==> src/rtl/led_fade_and_auto_off_controller_core_macros.svh <==
// ----------------------------------------------------------------------------
// LED fade and auto-off controller - assertion macros
// Concurrent assertion wrappers; define ASSERT_OFF to compile them out.
// ----------------------------------------------------------------------------
`ifndef LED_FADE_AND_AUTO_OFF_CONTROLLER_CORE_MACROS_SVH
`define LED_FADE_AND_AUTO_OFF_CONTROLLER_CORE_MACROS_SVH

`ifndef ASSERT_OFF
// same-cycle implication, sampled on clk, quiet during reset
`define LFAC_ASSERT_IMP(lbl, ante, cons, msg) \
	lbl: assert property (@(posedge clk) disable iff (!arst_n) (ante) |-> (cons)) \
	else $error(msg);
// next-cycle implication, sampled on clk, quiet during reset
`define LFAC_ASSERT_NXT(lbl, ante, cons, msg) \
	lbl: assert property (@(posedge clk) disable iff (!arst_n) (ante) |=> (cons)) \
	else $error(msg);
`else
`define LFAC_ASSERT_IMP(lbl, ante, cons, msg)
`define LFAC_ASSERT_NXT(lbl, ante, cons, msg)
`endif

`endif

==> src/rtl/lfac_pkg.sv <==
// ----------------------------------------------------------------------------
// LED fade and auto-off controller - package
// Command codes, register indexes, item types and the level update functions.
// ----------------------------------------------------------------------------
package lfac_pkg;

	localparam logic [2:0] REQ_TICK      = 3'd0;
	localparam logic [2:0] REQ_ON        = 3'd1;
	localparam logic [2:0] REQ_OFF       = 3'd2;
	localparam logic [2:0] REQ_FADE      = 3'd3;
	localparam logic [2:0] REQ_TIMER     = 3'd4;
	localparam logic [2:0] REQ_MIN       = 3'd5;
	localparam logic [2:0] REQ_STEP_UP   = 3'd6;
	localparam logic [2:0] REQ_STEP_DOWN = 3'd7;

	localparam logic KIND_RELAY = 1'b0;
	localparam logic KIND_PWM   = 1'b1;

	localparam logic [1:0] CFG_IDX_KIND = 2'd0;
	localparam logic [1:0] CFG_IDX_MIN  = 2'd1;
	localparam logic [1:0] CFG_IDX_MAX  = 2'd2;

	localparam logic       CFG_KIND_RST = KIND_PWM;
	localparam logic [7:0] CFG_MIN_RST  = 8'd0;
	localparam logic [7:0] CFG_MAX_RST  = 8'd255;

	// result queue: three entries cover the input stage plus a stalled receiver
	localparam int unsigned OUTQ_DEPTH = 3;

	typedef struct packed {
		logic       kind;
		logic [7:0] lmin;
		logic [7:0] lmax;
	} cfg_t;

	typedef struct packed {
		logic [2:0]  req_type;
		logic        fade_upward;
		logic [7:0]  step_size;
		logic [15:0] fade_period;
		logic [31:0] on_duration;
	} item_t;

	typedef struct packed {
		logic [7:0]  level;
		logic        fade_on;
		logic        fade_dir;
		logic [7:0]  fade_step;
		logic [15:0] fade_gap;
		logic [31:0] last_fade;
		logic [31:0] timer_start;
		logic [31:0] timer_len;
	} st_t;

	typedef struct packed {
		logic       acted;
		logic       fading;
		logic       is_lit;
		logic [7:0] drive_level;
	} res_t;

	function automatic logic lit(st_t s, cfg_t c);
		return (c.kind == KIND_RELAY) ? (s.level == c.lmax) : (s.level != 8'd0);
	endfunction

	function automatic st_t clear_fade(st_t s);
		st_t r;
		r           = s;
		r.fade_on   = 1'b0;
		r.fade_dir  = 1'b0;
		r.fade_step = 8'd0;
		r.fade_gap  = 16'd0;
		r.last_fade = 32'd0;
		return r;
	endfunction

	function automatic st_t switch_on(st_t s, cfg_t c);
		st_t r;
		r       = clear_fade(s);
		r.level = c.lmax;
		return r;
	endfunction

	// relay keeps the ramp, PWM drops it; the timer is disarmed either way
	function automatic st_t switch_off(st_t s, cfg_t c);
		st_t r;
		r = s;
		if (c.kind == KIND_RELAY) begin
			r.level = c.lmin;
		end else begin
			r       = clear_fade(s);
			r.level = 8'd0;
		end
		r.timer_len = 32'd0;
		return r;
	endfunction

	// saturate at maximum; from dark, jump to the minimum instead of adding
	function automatic st_t step_up(st_t s, logic [7:0] sz, cfg_t c);
		st_t        r;
		logic [8:0] sum;
		r   = s;
		sum = {1'b0, s.level} + {1'b0, sz};
		if (sum >= {1'b0, c.lmax}) begin
			r       = clear_fade(s);
			r.level = c.lmax;
		end else if (lit(s, c)) begin
			r.level = sum[7:0];
		end else begin
			r.level = c.lmin;
		end
		return r;
	endfunction

	function automatic st_t step_down(st_t s, logic [7:0] sz);
		st_t r;
		r = s;
		if (s.level <= sz) begin
			r       = clear_fade(s);
			r.level = 8'd0;
		end else begin
			r.level = s.level - sz;
		end
		return r;
	endfunction

endpackage

==> src/rtl/lfac_state.sv <==
// ----------------------------------------------------------------------------
// LED fade and auto-off controller - command stage
// Holds the light state and clock, applies one registered command per cycle while in_valid is high.
// ----------------------------------------------------------------------------
module lfac_state import lfac_pkg::*; (
	input  logic  clk,
	input  logic  arst_n,
	input  logic  in_valid,
	input  item_t item,
	input  cfg_t  cfg,
	output logic  res_valid,
	output res_t  res
);

	st_t         st_q;
	st_t         st_nx;
	logic [31:0] now_q;
	logic [31:0] now_nx;
	logic        run_chk;
	logic        fade_due;
	logic        timer_due;
	logic [31:0] fade_elapsed;
	logic [31:0] timer_elapsed;

	always_comb begin
		st_nx   = st_q;
		now_nx  = now_q;
		run_chk = 1'b0;
		unique case (item.req_type)
			REQ_TICK: begin
				now_nx  = now_q + 32'd1;
				run_chk = 1'b1;
			end
			REQ_ON: begin
				st_nx = switch_on(st_q, cfg);
			end
			REQ_OFF: begin
				st_nx = switch_off(st_q, cfg);
			end
			REQ_FADE: begin
				st_nx.fade_on   = 1'b1;
				st_nx.fade_dir  = item.fade_upward;
				st_nx.fade_step = item.step_size;
				st_nx.fade_gap  = item.fade_period;
				run_chk         = 1'b1;
			end
			REQ_TIMER: begin
				st_nx.timer_start = now_q;
				st_nx.timer_len   = item.on_duration;
				if (!lit(st_q, cfg)) begin
					st_nx = switch_on(st_nx, cfg);
				end
			end
			REQ_MIN: begin
				st_nx.level = cfg.lmin;
			end
			REQ_STEP_UP: begin
				st_nx = step_up(st_q, item.step_size, cfg);
			end
			REQ_STEP_DOWN: begin
				st_nx = step_down(st_q, item.step_size);
			end
		endcase

		// fade check, then timer check on what the fade left
		fade_elapsed = now_nx - st_nx.last_fade;
		fade_due     = run_chk && st_nx.fade_on && (fade_elapsed > {16'd0, st_nx.fade_gap});
		if (fade_due) begin
			if (st_nx.fade_dir) begin
				st_nx = step_up(st_nx, st_nx.fade_step, cfg);
			end else begin
				st_nx = step_down(st_nx, st_nx.fade_step);
			end
			st_nx.last_fade = now_nx;
		end
		timer_elapsed = now_nx - st_nx.timer_start;
		timer_due     = run_chk && (st_nx.timer_len != 32'd0)
			&& (timer_elapsed > st_nx.timer_len);
		if (timer_due) begin
			st_nx = switch_off(st_nx, cfg);
		end
	end

	always_ff @(posedge clk or negedge arst_n) begin
		if (!arst_n) begin
			st_q  <= '0;
			now_q <= 32'd0;
		end else if (in_valid) begin
			st_q  <= st_nx;
			now_q <= now_nx;
		end
	end

	assign res_valid       = in_valid;
	assign res.drive_level = st_nx.level;
	assign res.is_lit      = lit(st_nx, cfg);
	assign res.fading      = st_nx.fade_on;
	assign res.acted       = fade_due || timer_due;

endmodule

==> src/rtl/lfac_outq.sv <==
// ----------------------------------------------------------------------------
// LED fade and auto-off controller - result queue
// Small circular buffer of result items in front of the output channel.
// ----------------------------------------------------------------------------
module lfac_outq import lfac_pkg::*; (
	input  logic       clk,
	input  logic       arst_n,
	input  logic       push,
	input  res_t       push_data,
	input  logic       pop_ready,
	output logic       out_valid,
	output res_t       out_data,
	output logic [1:0] cnt
);

	localparam logic [1:0] LAST_IDX = 2'(OUTQ_DEPTH - 1);

	res_t       mem_q [OUTQ_DEPTH];
	logic [1:0] wr_ptr_q;
	logic [1:0] rd_ptr_q;
	logic [1:0] cnt_q;
	logic       pop;

	assign out_valid = (cnt_q != 2'd0);
	assign out_data  = mem_q[rd_ptr_q];
	assign pop       = out_valid && pop_ready;
	assign cnt       = cnt_q;

	always_ff @(posedge clk) begin
		if (push) begin
			mem_q[wr_ptr_q] <= push_data;
		end
	end

	always_ff @(posedge clk or negedge arst_n) begin
		if (!arst_n) begin
			wr_ptr_q <= 2'd0;
			rd_ptr_q <= 2'd0;
			cnt_q    <= 2'd0;
		end else begin
			if (push) begin
				wr_ptr_q <= (wr_ptr_q == LAST_IDX) ? 2'd0 : wr_ptr_q + 2'd1;
			end
			if (pop) begin
				rd_ptr_q <= (rd_ptr_q == LAST_IDX) ? 2'd0 : rd_ptr_q + 2'd1;
			end
			if (push && !pop) begin
				cnt_q <= cnt_q + 2'd1;
			end else if (pop && !push) begin
				cnt_q <= cnt_q - 2'd1;
			end
		end
	end

endmodule

==> src/rtl/led_fade_and_auto_off_controller_core.sv <==
// ----------------------------------------------------------------------------
// LED fade and auto-off controller - top level
// Light level, fade ramp and auto-off timer for one relay or PWM output.
// ----------------------------------------------------------------------------
// Usage:
//   s_* channel takes one command item per handshake (kind in s_tuser, the
//   operands in s_tdata); every command yields exactly one result item on m_*.
//   cfg_* writes output kind, minimum and maximum level; write only when idle.
// Path: a taken command is held in the input register; the command logic
//   then applies it and pushes its result into the queue at the same edge,
//   and the result is on m_tvalid from that edge on.
// Throughput: one item per cycle while s_tready stays high, set by the single
//   command stage that reads and writes the light state in the same cycle.
// Stall: results collect in a three-entry queue; s_tready drops when the
//   queue and the input register together hold three items. In a steady
//   stream that happens the cycle after m_tready first goes low, so even a
//   one-cycle stall holds the input back.
// Reset: arst_n clears the clock, the fade, the timer and the queue; the
//   registers return to PWM kind, minimum 0, maximum 255, so the level is 0.
// ----------------------------------------------------------------------------
`include "led_fade_and_auto_off_controller_core_macros.svh"

module led_fade_and_auto_off_controller_core import lfac_pkg::*; (
	input  logic        clk,
	input  logic        arst_n,
	// command items
	input  logic        s_tvalid,
	output logic        s_tready,
	input  logic [63:0] s_tdata,   // fade_upward[0], step_size[8:1],
	                               // fade_period[24:9], on_duration[56:25], zero fill
	input  logic [2:0]  s_tuser,   // req_type[2:0]
	// result items
	output logic        m_tvalid,
	input  logic        m_tready,
	output logic [15:0] m_tdata,   // drive_level[7:0], is_lit[8], fading[9],
	                               // acted[10], zero fill
	// register writes
	input  logic        cfg_valid,
	output logic        cfg_ready,
	input  logic [1:0]  cfg_index,
	input  logic [7:0]  cfg_data
);

	cfg_t       cfg_q;
	item_t      item_s1;
	logic       valid_s1;
	logic       s_accept;
	logic       res_valid;
	res_t       res;
	res_t       q_data;
	logic [1:0] q_cnt;
	logic [2:0] occ;
	logic       q_full;
	logic       no_chk;
	logic       pwm_off;
	logic       res_dark;

	// registers: always ready, unknown index ignored
	assign cfg_ready = 1'b1;

	always_ff @(posedge clk or negedge arst_n) begin
		if (!arst_n) begin
			cfg_q.kind <= CFG_KIND_RST;
			cfg_q.lmin <= CFG_MIN_RST;
			cfg_q.lmax <= CFG_MAX_RST;
		end else if (cfg_valid) begin
			unique case (cfg_index)
				CFG_IDX_KIND: cfg_q.kind <= cfg_data[0];
				CFG_IDX_MIN:  cfg_q.lmin <= cfg_data;
				CFG_IDX_MAX:  cfg_q.lmax <= cfg_data;
				default: ;
			endcase
		end
	end

	// admit a command only if its result is sure to find a queue slot
	assign occ      = {1'b0, q_cnt} + {2'b00, valid_s1};
	assign s_tready = (occ < 3'(OUTQ_DEPTH));
	assign s_accept = s_tvalid && s_tready;

	// input register: the command stage drains it every cycle
	always_ff @(posedge clk or negedge arst_n) begin
		if (!arst_n) begin
			valid_s1 <= 1'b0;
		end else begin
			valid_s1 <= s_accept;
		end
	end

	always_ff @(posedge clk) begin
		if (s_accept) begin
			item_s1.req_type    <= s_tuser;
			item_s1.fade_upward <= s_tdata[0];
			item_s1.step_size   <= s_tdata[8:1];
			item_s1.fade_period <= s_tdata[24:9];
			item_s1.on_duration <= s_tdata[56:25];
		end
	end

	lfac_state u_state (
		.clk       (clk),
		.arst_n    (arst_n),
		.in_valid  (valid_s1),
		.item      (item_s1),
		.cfg       (cfg_q),
		.res_valid (res_valid),
		.res       (res)
	);

	lfac_outq u_outq (
		.clk       (clk),
		.arst_n    (arst_n),
		.push      (res_valid),
		.push_data (res),
		.pop_ready (m_tready),
		.out_valid (m_tvalid),
		.out_data  (q_data),
		.cnt       (q_cnt)
	);

	assign m_tdata = {5'd0, q_data.acted, q_data.fading, q_data.is_lit, q_data.drive_level};

	// terms for the checks below
	assign q_full   = (q_cnt == 2'(OUTQ_DEPTH));
	assign no_chk   = (item_s1.req_type != REQ_TICK) && (item_s1.req_type != REQ_FADE);
	assign pwm_off  = (item_s1.req_type == REQ_OFF) && (cfg_q.kind == KIND_PWM);
	assign res_dark = (res.drive_level == 8'd0) && !res.fading && !res.is_lit;

	// admission must never let queue plus input register exceed the queue depth
	`LFAC_ASSERT_IMP(a_occ_bound, 1'b1, occ <= 3'(OUTQ_DEPTH), "result queue overbooked")
	// a result is never pushed into a full queue that is not draining
	`LFAC_ASSERT_IMP(a_push_room, res_valid, !q_full || m_tready, "push into full queue")
	// only tick and start fade run the checks that can report an action
	`LFAC_ASSERT_IMP(a_acted_src, res_valid && no_chk, !res.acted, "acted without checks")
	// a PWM off leaves the output dark with no ramp
	`LFAC_ASSERT_IMP(a_pwm_off, res_valid && pwm_off, res_dark, "PWM off left light or fade")

endmodule

==> config.mk <==
export PLATFORM = sky130hd
export DESIGN_NAME = led_fade_and_auto_off_controller_core
export DESIGN_NICKNAME = d
export VERILOG_FILES = /design/src/rtl/lfac_pkg.sv /design/src/rtl/lfac_state.sv /design/src/rtl/lfac_outq.sv /design/src/rtl/led_fade_and_auto_off_controller_core.sv
export VERILOG_INCLUDE_DIRS = /design/src /design/src/rtl
export SDC_FILE = /design/constraint.sdc
export NUM_CORES = 1
export LEC_CHECK = 0
export ABC_CLOCK_PERIOD_IN_PS = 8400
export BUFFER_PORTS_ARGS = -buffer_cell sky130_fd_sc_hd__buf_2
export CORE_ASPECT_RATIO = 0.9
export CORE_MARGIN = 1.5
export CORE_UTILIZATION = 50
export CTS_CLUSTER_DIAMETER = 50
export CTS_CLUSTER_SIZE = 14
export DETAILED_ROUTE_END_ITERATION = 8
export GPL_TIMING_DRIVEN = 0
export PLACE_DENSITY = 0.81
export REMOVE_ABC_BUFFERS = 1
export SLEW_MARGIN = 20
export SYNTH_ARGS = -nofsm -noshare
export SYNTH_HDL_FRONTEND = slang
export SYNTH_SLANG_ARGS = --single-unit
==> constraint.sdc <==
create_clock -name clk -period 8.4 [get_ports clk]
set_clock_uncertainty 0.2 [all_clocks]
set_input_delay 0.42 -clock clk [delete_from_list [all_inputs] [get_ports clk]]
set_output_delay 0.42 -clock clk [all_outputs]
set_load 0.005 [all_outputs]
# Word level (Yosys, flattened, before mapping)
# Memories as Yosys holds them, arrays and structs flattened.
# Index checks and enable logic that the tools add are counted.
# op_classes
mux	31
add_sub_neg	12
n_reduce_logical	23
eq_ne	14
magnitude_cmp	7
# ops
op	n
$mux W122	6
$mux W130	4
$pmux W96 S5	1
$pmux W26 S6	1
$sub A32 B32 Y32	2
$mux W8	7
$pmux W8 S6	1
$add A32 B1 Y32 const B	1
$gt A32 B16 Y1	1
$gt A32 B32 Y1	1
$mux W32	1
$reduce_bool A32 Y1	1
$eq A8 B8 Y1	3
$reduce_bool A8 Y1	3
$add A8 B8 Y9	2
$ge A9 B8 Y1	2
$le A8 B8 Y1	2
$sub A8 B8 Y8	2
$eq A3 B3 Y1 const B	4
$logic_and A1 B1 Y1	8
$mux W2	4
$add A2 B1 Y2 const B	3
$eq A2 B2 Y1 const B	3
$eq A3 B2 Y1 const B	2
other kinds (13)	22
# word_totals
input_bits	82
elab_cells	109
memories	1
register_bits	246
ramBits	33
out_inout_bits	19
# mem_list
memory	depth	width	read_ports	rd_ports_with_merged_regs	wr	line_no	rtl
u_outq.mem_q	3	11	1	0	1	lfac_outq.sv:18	res_t mem_q [OUTQ_DEPTH];

# Depth between registers and ports, before layout
# Gate-level depths: netlist of run 1.
# depth
ltp_word	17
depth_mapped	44
mapped_depth_nobuf	41

# By module
# A second synthesis of run 1 with hierarchy kept.
# unflattened
cells_unflattened	2233
hier_area_um2	20442.1
# by_module_without_submodules
mod	cells_per_inst	n_inst	area_per_inst_um2	seq_area_each_um2
lfac_state	2028	1	16333.2	4053.9
led_fade_and_auto_off_controller_core	110	1	2591.2	2263.4
lfac_outq	95	1	1517.7	1141.1

# Worst setup path before layout of run 1
# No wires, ideal clock.
# synth_path
path_type	register -> register
startpoint	register item_s1[48] (netlist bit)
endpoint	memory u_outq.mem_q[0][8] (netlist bit) (data pin)
slack_ps	-392
synth_period_minus_slack_ps	8792
arrival_ps	8314
setup_time_ps	278
path_stages_with_launch	43
cell_sequence	edfxtp_1 -> ha_1 -> fa_1 -> nand2b_1 -> a211oi_1 -> or4_1 -> o311ai_2 -> ha_1 -> nand4_1 -> and3_1 -> o21a_1 -> o211ai_1 -> nand3_1 -> clkbuf_1 -> and2_1 -> ha_1 -> fa_1 -> nor2b_1 -> [... 7 more ...] -> xnor2_1 -> ha_1 -> and4_1 -> nand4_1 -> o21ai_0 -> o2111ai_1 -> nor3_1 -> o2111ai_1 -> a2111o_1 -> a211oi_1 -> and4b_1 -> a31oi_4 -> buf_6 -> mux2i_1 -> mux2i_1 -> or4_1 -> o41ai_2 -> o41ai_1
# synth_rtl
element	line_no	rtl
start, declared	led_fade_and_auto_off_controller_core.sv:45	item_t item_s1;
end, declared	lfac_outq.sv:18	

==> results.toml, run 1 <==
[critical_path]
r2r-end = "u_outq.mem_q[2][8]"
cp-end-kind = "flip-flop"
r2r-start = "item_s1[48]"
crit_required_ns = 8.50
critPathKind = "flip-flop to flip-flop"
slowest_stage = "or4_4"
r2r_setup_slack_ns = -0.70
crit_top_cell = "buf_4"
reg2reg_depth = 43
critical_path.max_fanout = 7
arrival_ns = 9.20
slowest_delay_ns = 0.50
worst_setup_path_start_kind = "flip-flop"

[die]
die_area_um2 = 41800
initial_utilization_pct = 51.09
core_area_um2 = 39710
die_w_um = 215.3
rows = 69
die_h_um = 194.1
io_pins = 101

[logic_synthesis]
synth-edff-count = 93
syn_avg_cell_area_um2 = 9.402
synthCells = 2158
synth_area_um2 = 20290
yosysSeqAreaShare_pct = 36.76
ys_warn_count = 0
ys.flop_type = "dfrtp_1"
ys_types = 107
synth_area_leaders = "dfrtp_1 22%, edfxtp_1 14%, ha_1 10%"
ys_ff_latch = 279
synth_top_area_share_pct = 21.83
synth-async-reset-ratio_pct = 66.67
synth_top_area_cell = "dfrtp_1"

[finish]
fillers = 3177
drive_gt1_share_pct = 18.35
design_area_um2 = 24410
insertedDiodeCount = 0
syn_to_final_growth_pct = 20.30
finalNonFillerCells = 2886
multi_input_area_um2 = 12910
register_area_um2 = 7467
nets = 2580
post-route-util_pct = 61.46

[min_path]
whs_endpoint = "cfg_q[16]"
hold_path.startpoint = "cfg_index[0]"
hold_path.class = "input pin to flip-flop"
hold_path_depth = 3

[routing]
viasPerCell = 6.390
antenna_left = 0
wire_per_inst_um = 22.41
first_iter_violations = 1832
drc_errors = 0
totalWireLength_mm = 64.67
dr_total_vias = 18440
firstDrtPassIters = 6

[timing]
worst_slew_pin_slew_ns = 1.059
rsz0062_at_grt = "yes"
fin_crit_ns = 9.098
finalCritPeriodShare_pct = 108.3
fmax_mhz = 109.9
setup_viol = 74
whs_ns = 0.02821
maxSlewViolCount = 0
slew-limit-headroom_pct = 29.13
hold_viol = 0
worst_slack_ns = -0.6979

[pwr]
total_power_w = 0.01057
max-vdd-ir-drop_uv = 218.4
p_leak_nw = 10.58
power_density_nw_per_um2 = 432.9

[place]
gp_congestion = 0.9784
portBuffers = 87
placedCellCount = 2679
placed_area_um2 = 21220
dpl.hpwl_mm = 43.14

[global_route]
grt_antenna_before_repair = 1
grt_max_degree = 86
grt_pass1_wl_mm = 98.89
grt_pass1_vias = 17500
grtUsageTotal_pct = 29.83
gr-total-overflow = 0

[clock_network]
cts_tree = "done"
h-tree-depth = 1
cts_root_buf = "clkbuf_16"
clkTransAtPathRegs_ns = 0.07
worstSkewPairLatency_ns = 0.62
cts_made_buffers = 31
cts.sinks = 279
cts.path.max_buffers = 3

[flow_run]
max_cap_violations = 0

[outcome]
violations = "negative setup slack"
status = "complete, but fails checks"
[cells in the final DEF, fill, tap and decap left out, types with 27 or more instances in the layout]
master / n
nor2_1: 141
a22o_1: 45
mux2_2: 27
nor2b_1: 29
a21o_1: 45
xor2_1: 39
dfrtp_1: 172
nand4_1: 39
buf_4: 72
xnor2_1: 97
nor3_1: 31
nand3_1: 54
mux2i_1: 55
nand2_1: 193
o31ai_1: 28
o2bb2ai_1: 34
inv_1: 71
o21ai_0: 78
edfxtp_1: 93
clkbuf_16: 31
a21oi_1: 127
ha_1: 139
buf_2: 86
a22oi_1: 51
dlygate4sd3_1: 70
[report_power, final]
group	switching, W	internal (W)	total [W]
logic	0.00396	0.00285	0.00681
clock network	0.000616	0.000805	0.00142
registers	0.000435	0.00190	0.00234
[registers in the layout (all words and copies together), names as in the netlist, 2 cells and up]
| name | flops |
|---|---|
| cfg_q | 17 |
| item_s1 | 60 |
| u_outq.cnt | 2 |
| u_outq.mem_q | 33 |
| u_outq.rd_ptr_q | 2 |
| u_outq.wr_ptr_q | 2 |
| u_state.now_q | 32 |
| u_state.st_q | 130 |
[per-layer routing]
| metal | vias to the layer above | share of wire, % | track usage, % |
|---|---|---|---|
| met5 | - | 0 | 0 |
| met4 | 0 | 3.2 | 8.961 |
| met3 | 148 | 9.1 | 6.165 |
| met2 | 914 | 45 | 46.59 |
| met1 | 9047 | 43 | 41.64 |
| li1 | 8333 | - | - |
[how the worst max path moves through the flow]
stage | end | startpoint | cells past startpoint | slack (ns)
finish | u_outq.mem_q[2][8] | item_s1[48] | 43 | -0.70
global placement | u_state.st_q[91] | item_s1[59] | 31 | -6.83
detailed placement | u_outq.mem_q[2][8] | u_state.st_q[125] | 38 | -3.91
floorplan | u_state.st_q[65] | item_s1[58] | 34 | -2.77
CTS | u_outq.mem_q[2][8] | item_s1[48] | 41 | -0.63
global route | u_outq.mem_q[2][8] | item_s1[48] | 42 | -0.88
[per-stage QoR]
stage	setup slack (ns)	setup TNS, ns
finish	-0.6979	-17.60
global route	-0.8777	-34.04
CTS	-0.6345	-8.001
detailed placement	-3.914	-294.19
global placement	-6.829	-751.61
floorplan	-2.768	-252.10
[timing repair]
| action | in CTS | in global routing |
|---|---|---|
| setup buffers | 59 | 16 |
| setup endpoints to repair | 131 | 113 |
| cloned | 3 | 1 |
| hold buffers | 70 | 0 |
| pin swaps | 39 | 25 |
| resized for setup | 114 | 50 |
| hold endpoints to repair | 179 | 0 |
[synth_stat cells, types with 10 or more instances]
master / instances
nand2_1: 198
dfrtp_1: 177
ha_1: 163
nor2_1: 148
a21oi_1: 135
xnor2_1: 99
edfxtp_1: 93
o21ai_0: 87
clkbuf_1: 76
inv_1: 75
mux2i_1: 60
nand3_1: 59
a22oi_1: 51
a21o_1: 45
a22o_1: 45
xor2_1: 44
nand4_1: 39
nor3_1: 36
o2bb2ai_1: 34
nor2b_1: 31
nand2b_1: 30
and3_1: 28
mux2_2: 28
o31ai_1: 28
a31oi_1: 24
a211oi_1: 20
nor4_1: 14
o21a_1: 14
o21bai_1: 14
buf_1: 13
o211ai_1: 13
or3_1: 13
and2_1: 12
buf_2: 12
buf_4: 10
[cells by family (layout without fill, tap and decap cells)]
| logic type | after synthesis | in the layout | share of synthesized area (%) |
|---|---|---|---|
| AND/OR/NAND/NOR | 663 | 665 | 16.31 |
| AO/OA/AOI/OAI | 616 | 617 | 21.34 |
| flip-flops | 279 | 279 | 36.76 |
| buffers and inverters | 195 | 384 | 3.996 |
| adder cells (fa/ha/maj) | 169 | 169 | 10.64 |
| XOR/XNOR | 144 | 144 | 6.253 |
| multiplexers | 90 | 90 | 4.662 |
| other | 2 | 6 | 0.03701 |
[layout make-up]
class | count | area share (%)
inverter | 78 | 1.241
sequential | 279 | 30.59
timing repair buffer | 247 | 8.156
multi-input combinational | 1691 | 52.88
tap | 532 | 2.727
timing repair inverter | 1 | 0.02563
clock inverter | 20 | 1.010
clock buffer | 38 | 3.368
[worst max-delay path, delay by kind of cell, from the launching register on]
kind                       cells  cell delay (ns)
adders and majority gates      5             1.33
buffers and inverters          5             0.88
and+or+nand+nor               13             2.23
AOI/OAI and AO/OA             17             3.03
muxes                          2             0.46
DFF                            1             0.48
xor gates and xnor gates       1             0.14
Note: power is estimated with default switching activity, not from simulation.
==> run 2: changes to the inputs <==
--- a/config.mk
+++ b/config.mk
@@ -17,7 +17,6 @@
 export GPL_TIMING_DRIVEN = 0
 export PLACE_DENSITY = 0.81
 export REMOVE_ABC_BUFFERS = 1
-export SLEW_MARGIN = 20
 export SYNTH_ARGS = -nofsm -noshare
 export SYNTH_HDL_FRONTEND = slang
 export SYNTH_SLANG_ARGS = --single-unit
==> constraint.sdc (replaced) <==
create_clock -name clk -period 8.4 [get_ports clk]
set_clock_uncertainty 0.2 [all_clocks]
set_input_delay 0.42 -clock clk [delete_from_list [all_inputs] [get_ports clk]]
set_output_delay 0.42 -clock clk [all_outputs]
set_load 0.1 [all_outputs]
==> run 2 against run 1 <==
  * The flow still finishes with violations (negative setup slack)
  * Combinational power grew 6.5%
  * Global-route usage down 0.20 points
  * Via count down 0.20%
  * Critical endpoint unchanged
==> results.toml, run 2 (synthesis gave the netlist of run 1 again) <==
[outcome]
status = "complete, but fails checks"
violations = "negative setup slack"

[global_route]
grt_max_degree = 103
gr-total-overflow = 0
grtUsageTotal_pct = 29.64
grt_pass1_vias = 17760
grt_antenna_before_repair = 2
grt_pass1_wl_mm = 98.75

[routing]
drc_errors = 0
antenna_left = 0
wire_per_inst_um = 22.09
viasPerCell = 6.336
totalWireLength_mm = 64.18
dr_total_vias = 18410
firstDrtPassIters = 7
first_iter_violations = 1935

[finish]
post-route-util_pct = 61.26
nets = 2600
layout_commonest_cell = "nand2_1"
largest_reg_flops = 130
drive_gt1_share_pct = 18.55
reg_top3 = "u_state.st_q x130, item_s1 x60, u_outq.mem_q x33"
final_cell_mix = "192 x nand2_1, 172 x dfrtp_1, 144 x ha_1, 137 x nor2_1, 128 x a21oi_1"
syn_to_final_growth_pct = 19.91
top_register = "u_state.st_q"

[clock_network]
cts_root_buf = "clkbuf_16"
cts_tree = "done"
worstSkewPairLatency_ns = 0.60
cts_made_buffers = 30
cts.path.max_buffers = 3
clkTransAtPathRegs_ns = 0.07
cts.sinks = 279
h-tree-depth = 1

[place]
gp_congestion = 0.9784
portBuffers = 87
dpl.hpwl_mm = 42.95

[pwr]
total_power_w = 0.01090
max-vdd-ir-drop_uv = 540.6
p_leak_nw = 10.60
power_density_nw_per_um2 = 448.0

[critical_path]
critPathKind = "flip-flop to flip-flop"
slowest_stage = "or4_4"
critical_path.max_fanout = 8
crit_top_cell = "buf_4"
cp-end-kind = "flip-flop"
worst_setup_path_start_kind = "flip-flop"
startpoint = "item_s1[48]"
r2r-start = "item_s1[48]"
crit_required_ns = 8.48
slowest_delay_ns = 0.50
cp_num_buf_inv = 3
arrival_ns = 9.36
crit_family = "compound AO/OA/AOI/OAI gates"

[min_path]
hold_path.class = "input pin to flip-flop"
hold_path.startpoint = "cfg_index[1]"

[timing]
worst_slack_ns = -0.8708
hold_viol = 0
rsz0062_at_grt = "yes"
maxSlewViolCount = 0
worst_slew_pin_slew_ns = 1.329
slew-limit-headroom_pct = 11.41
fmax_mhz = 107.9
finalCritPeriodShare_pct = 110.4
fin_crit_ns = 9.271
setup_viol = 89

[die]
rows = 69
die_w_um = 215.3
io_pins = 101
die_h_um = 194.1
initial_utilization_pct = 51.09
die_area_um2 = 41800
core_area_um2 = 39710

[flow_run]
max_cap_violations = 0
==> run 2: final timing paths <==
check / end / slack (ns) / cells past startpoint
max in group asynchronous: u_state.st_q[123] / 6.76 / 3
setup reg to reg: u_outq.mem_q[2][8] / -0.87 / 37
hold reg to reg: u_state.st_q[24] / 0.28 / 2
setup / recovery: u_outq.mem_q[2][8] / -0.87 / 37
min in group asynchronous: cfg_q[12] / 0.30 / 2
hold / removal: cfg_q[16] / 0.04 / 3
==> run 2: area by class of cell <==
| class | instances | area [um2] |
|---|---|---|
| Timing Repair inverter | 1 | 7.507 |
| Clock buffer | 40 | 808.3 |
| Tap cell | 532 | 665.6 |
| Inverter | 78 | 299.0 |
| Fill cell | 3187 | 15380 |
| Multi-Input combinational cell | 1691 | 12780 |
| Timing Repair Buffer | 268 | 2136 |
| Clock inverter | 15 | 162.7 |
| Antenna cell | 1 | 2.502 |
| Sequential cell | 279 | 7467 |
==> run 2: through the flow <==
step           hold slack, ns  setup WS, ns  instances  cell area (um2)  setup TNS, ns
2_1_floorplan        -0.07559        -2.768       2045            19790        -252.10
3_3_place_gp           0.2621        -6.829       2664            20890        -751.61
3_5_place_dp           0.2667        -4.322       2673            21120        -342.59
4_1_cts               0.03094       -0.6725       2875            23850         -2.440
5_1_grt               0.04926       -0.9897       2904            24330         -34.90
6_report              0.04432       -0.8708       2905            24330         -20.67
==> run 2: power by group <==
group          leakage [nW]  total [W]  switching [W]  internal [W]
registers              3.26    0.00234       0.000433       0.00190
clock network         0.466    0.00131       0.000587      0.000721
logic                  6.88    0.00725        0.00432       0.00293
==> run 2: routing by layer <==
layer  wire, um  global-route usage (%)  vias up
met3       5752                   4.957      158
met4       2285                   9.738        0
li1           -                       -     8388
met1      27600                   41.78     8948
met2      28540                   46.31      912
met5          0                       0        -
==> run 2: worst register-to-register path, delay by kind of cell, from the launching register on <==
family	cells	cell delay (ns)
AOI/OAI and AO/OA	16	3.24
xor gates and xnor gates	2	0.60
adders and majority gates	5	1.61
buffers and inverters	3	0.49
DFF	1	0.46
muxes	2	0.50
and+or+nand+nor	9	1.85
==> run 2: timing repair <==
action,in CTS,in global routing
setup endpoints to repair,131,118
gates cloned,3,1
pin swaps,34,39
setup buffers,74,29
endpoints found under the hold margin,170,0
hold buffers,70,0
resized for setup,102,58
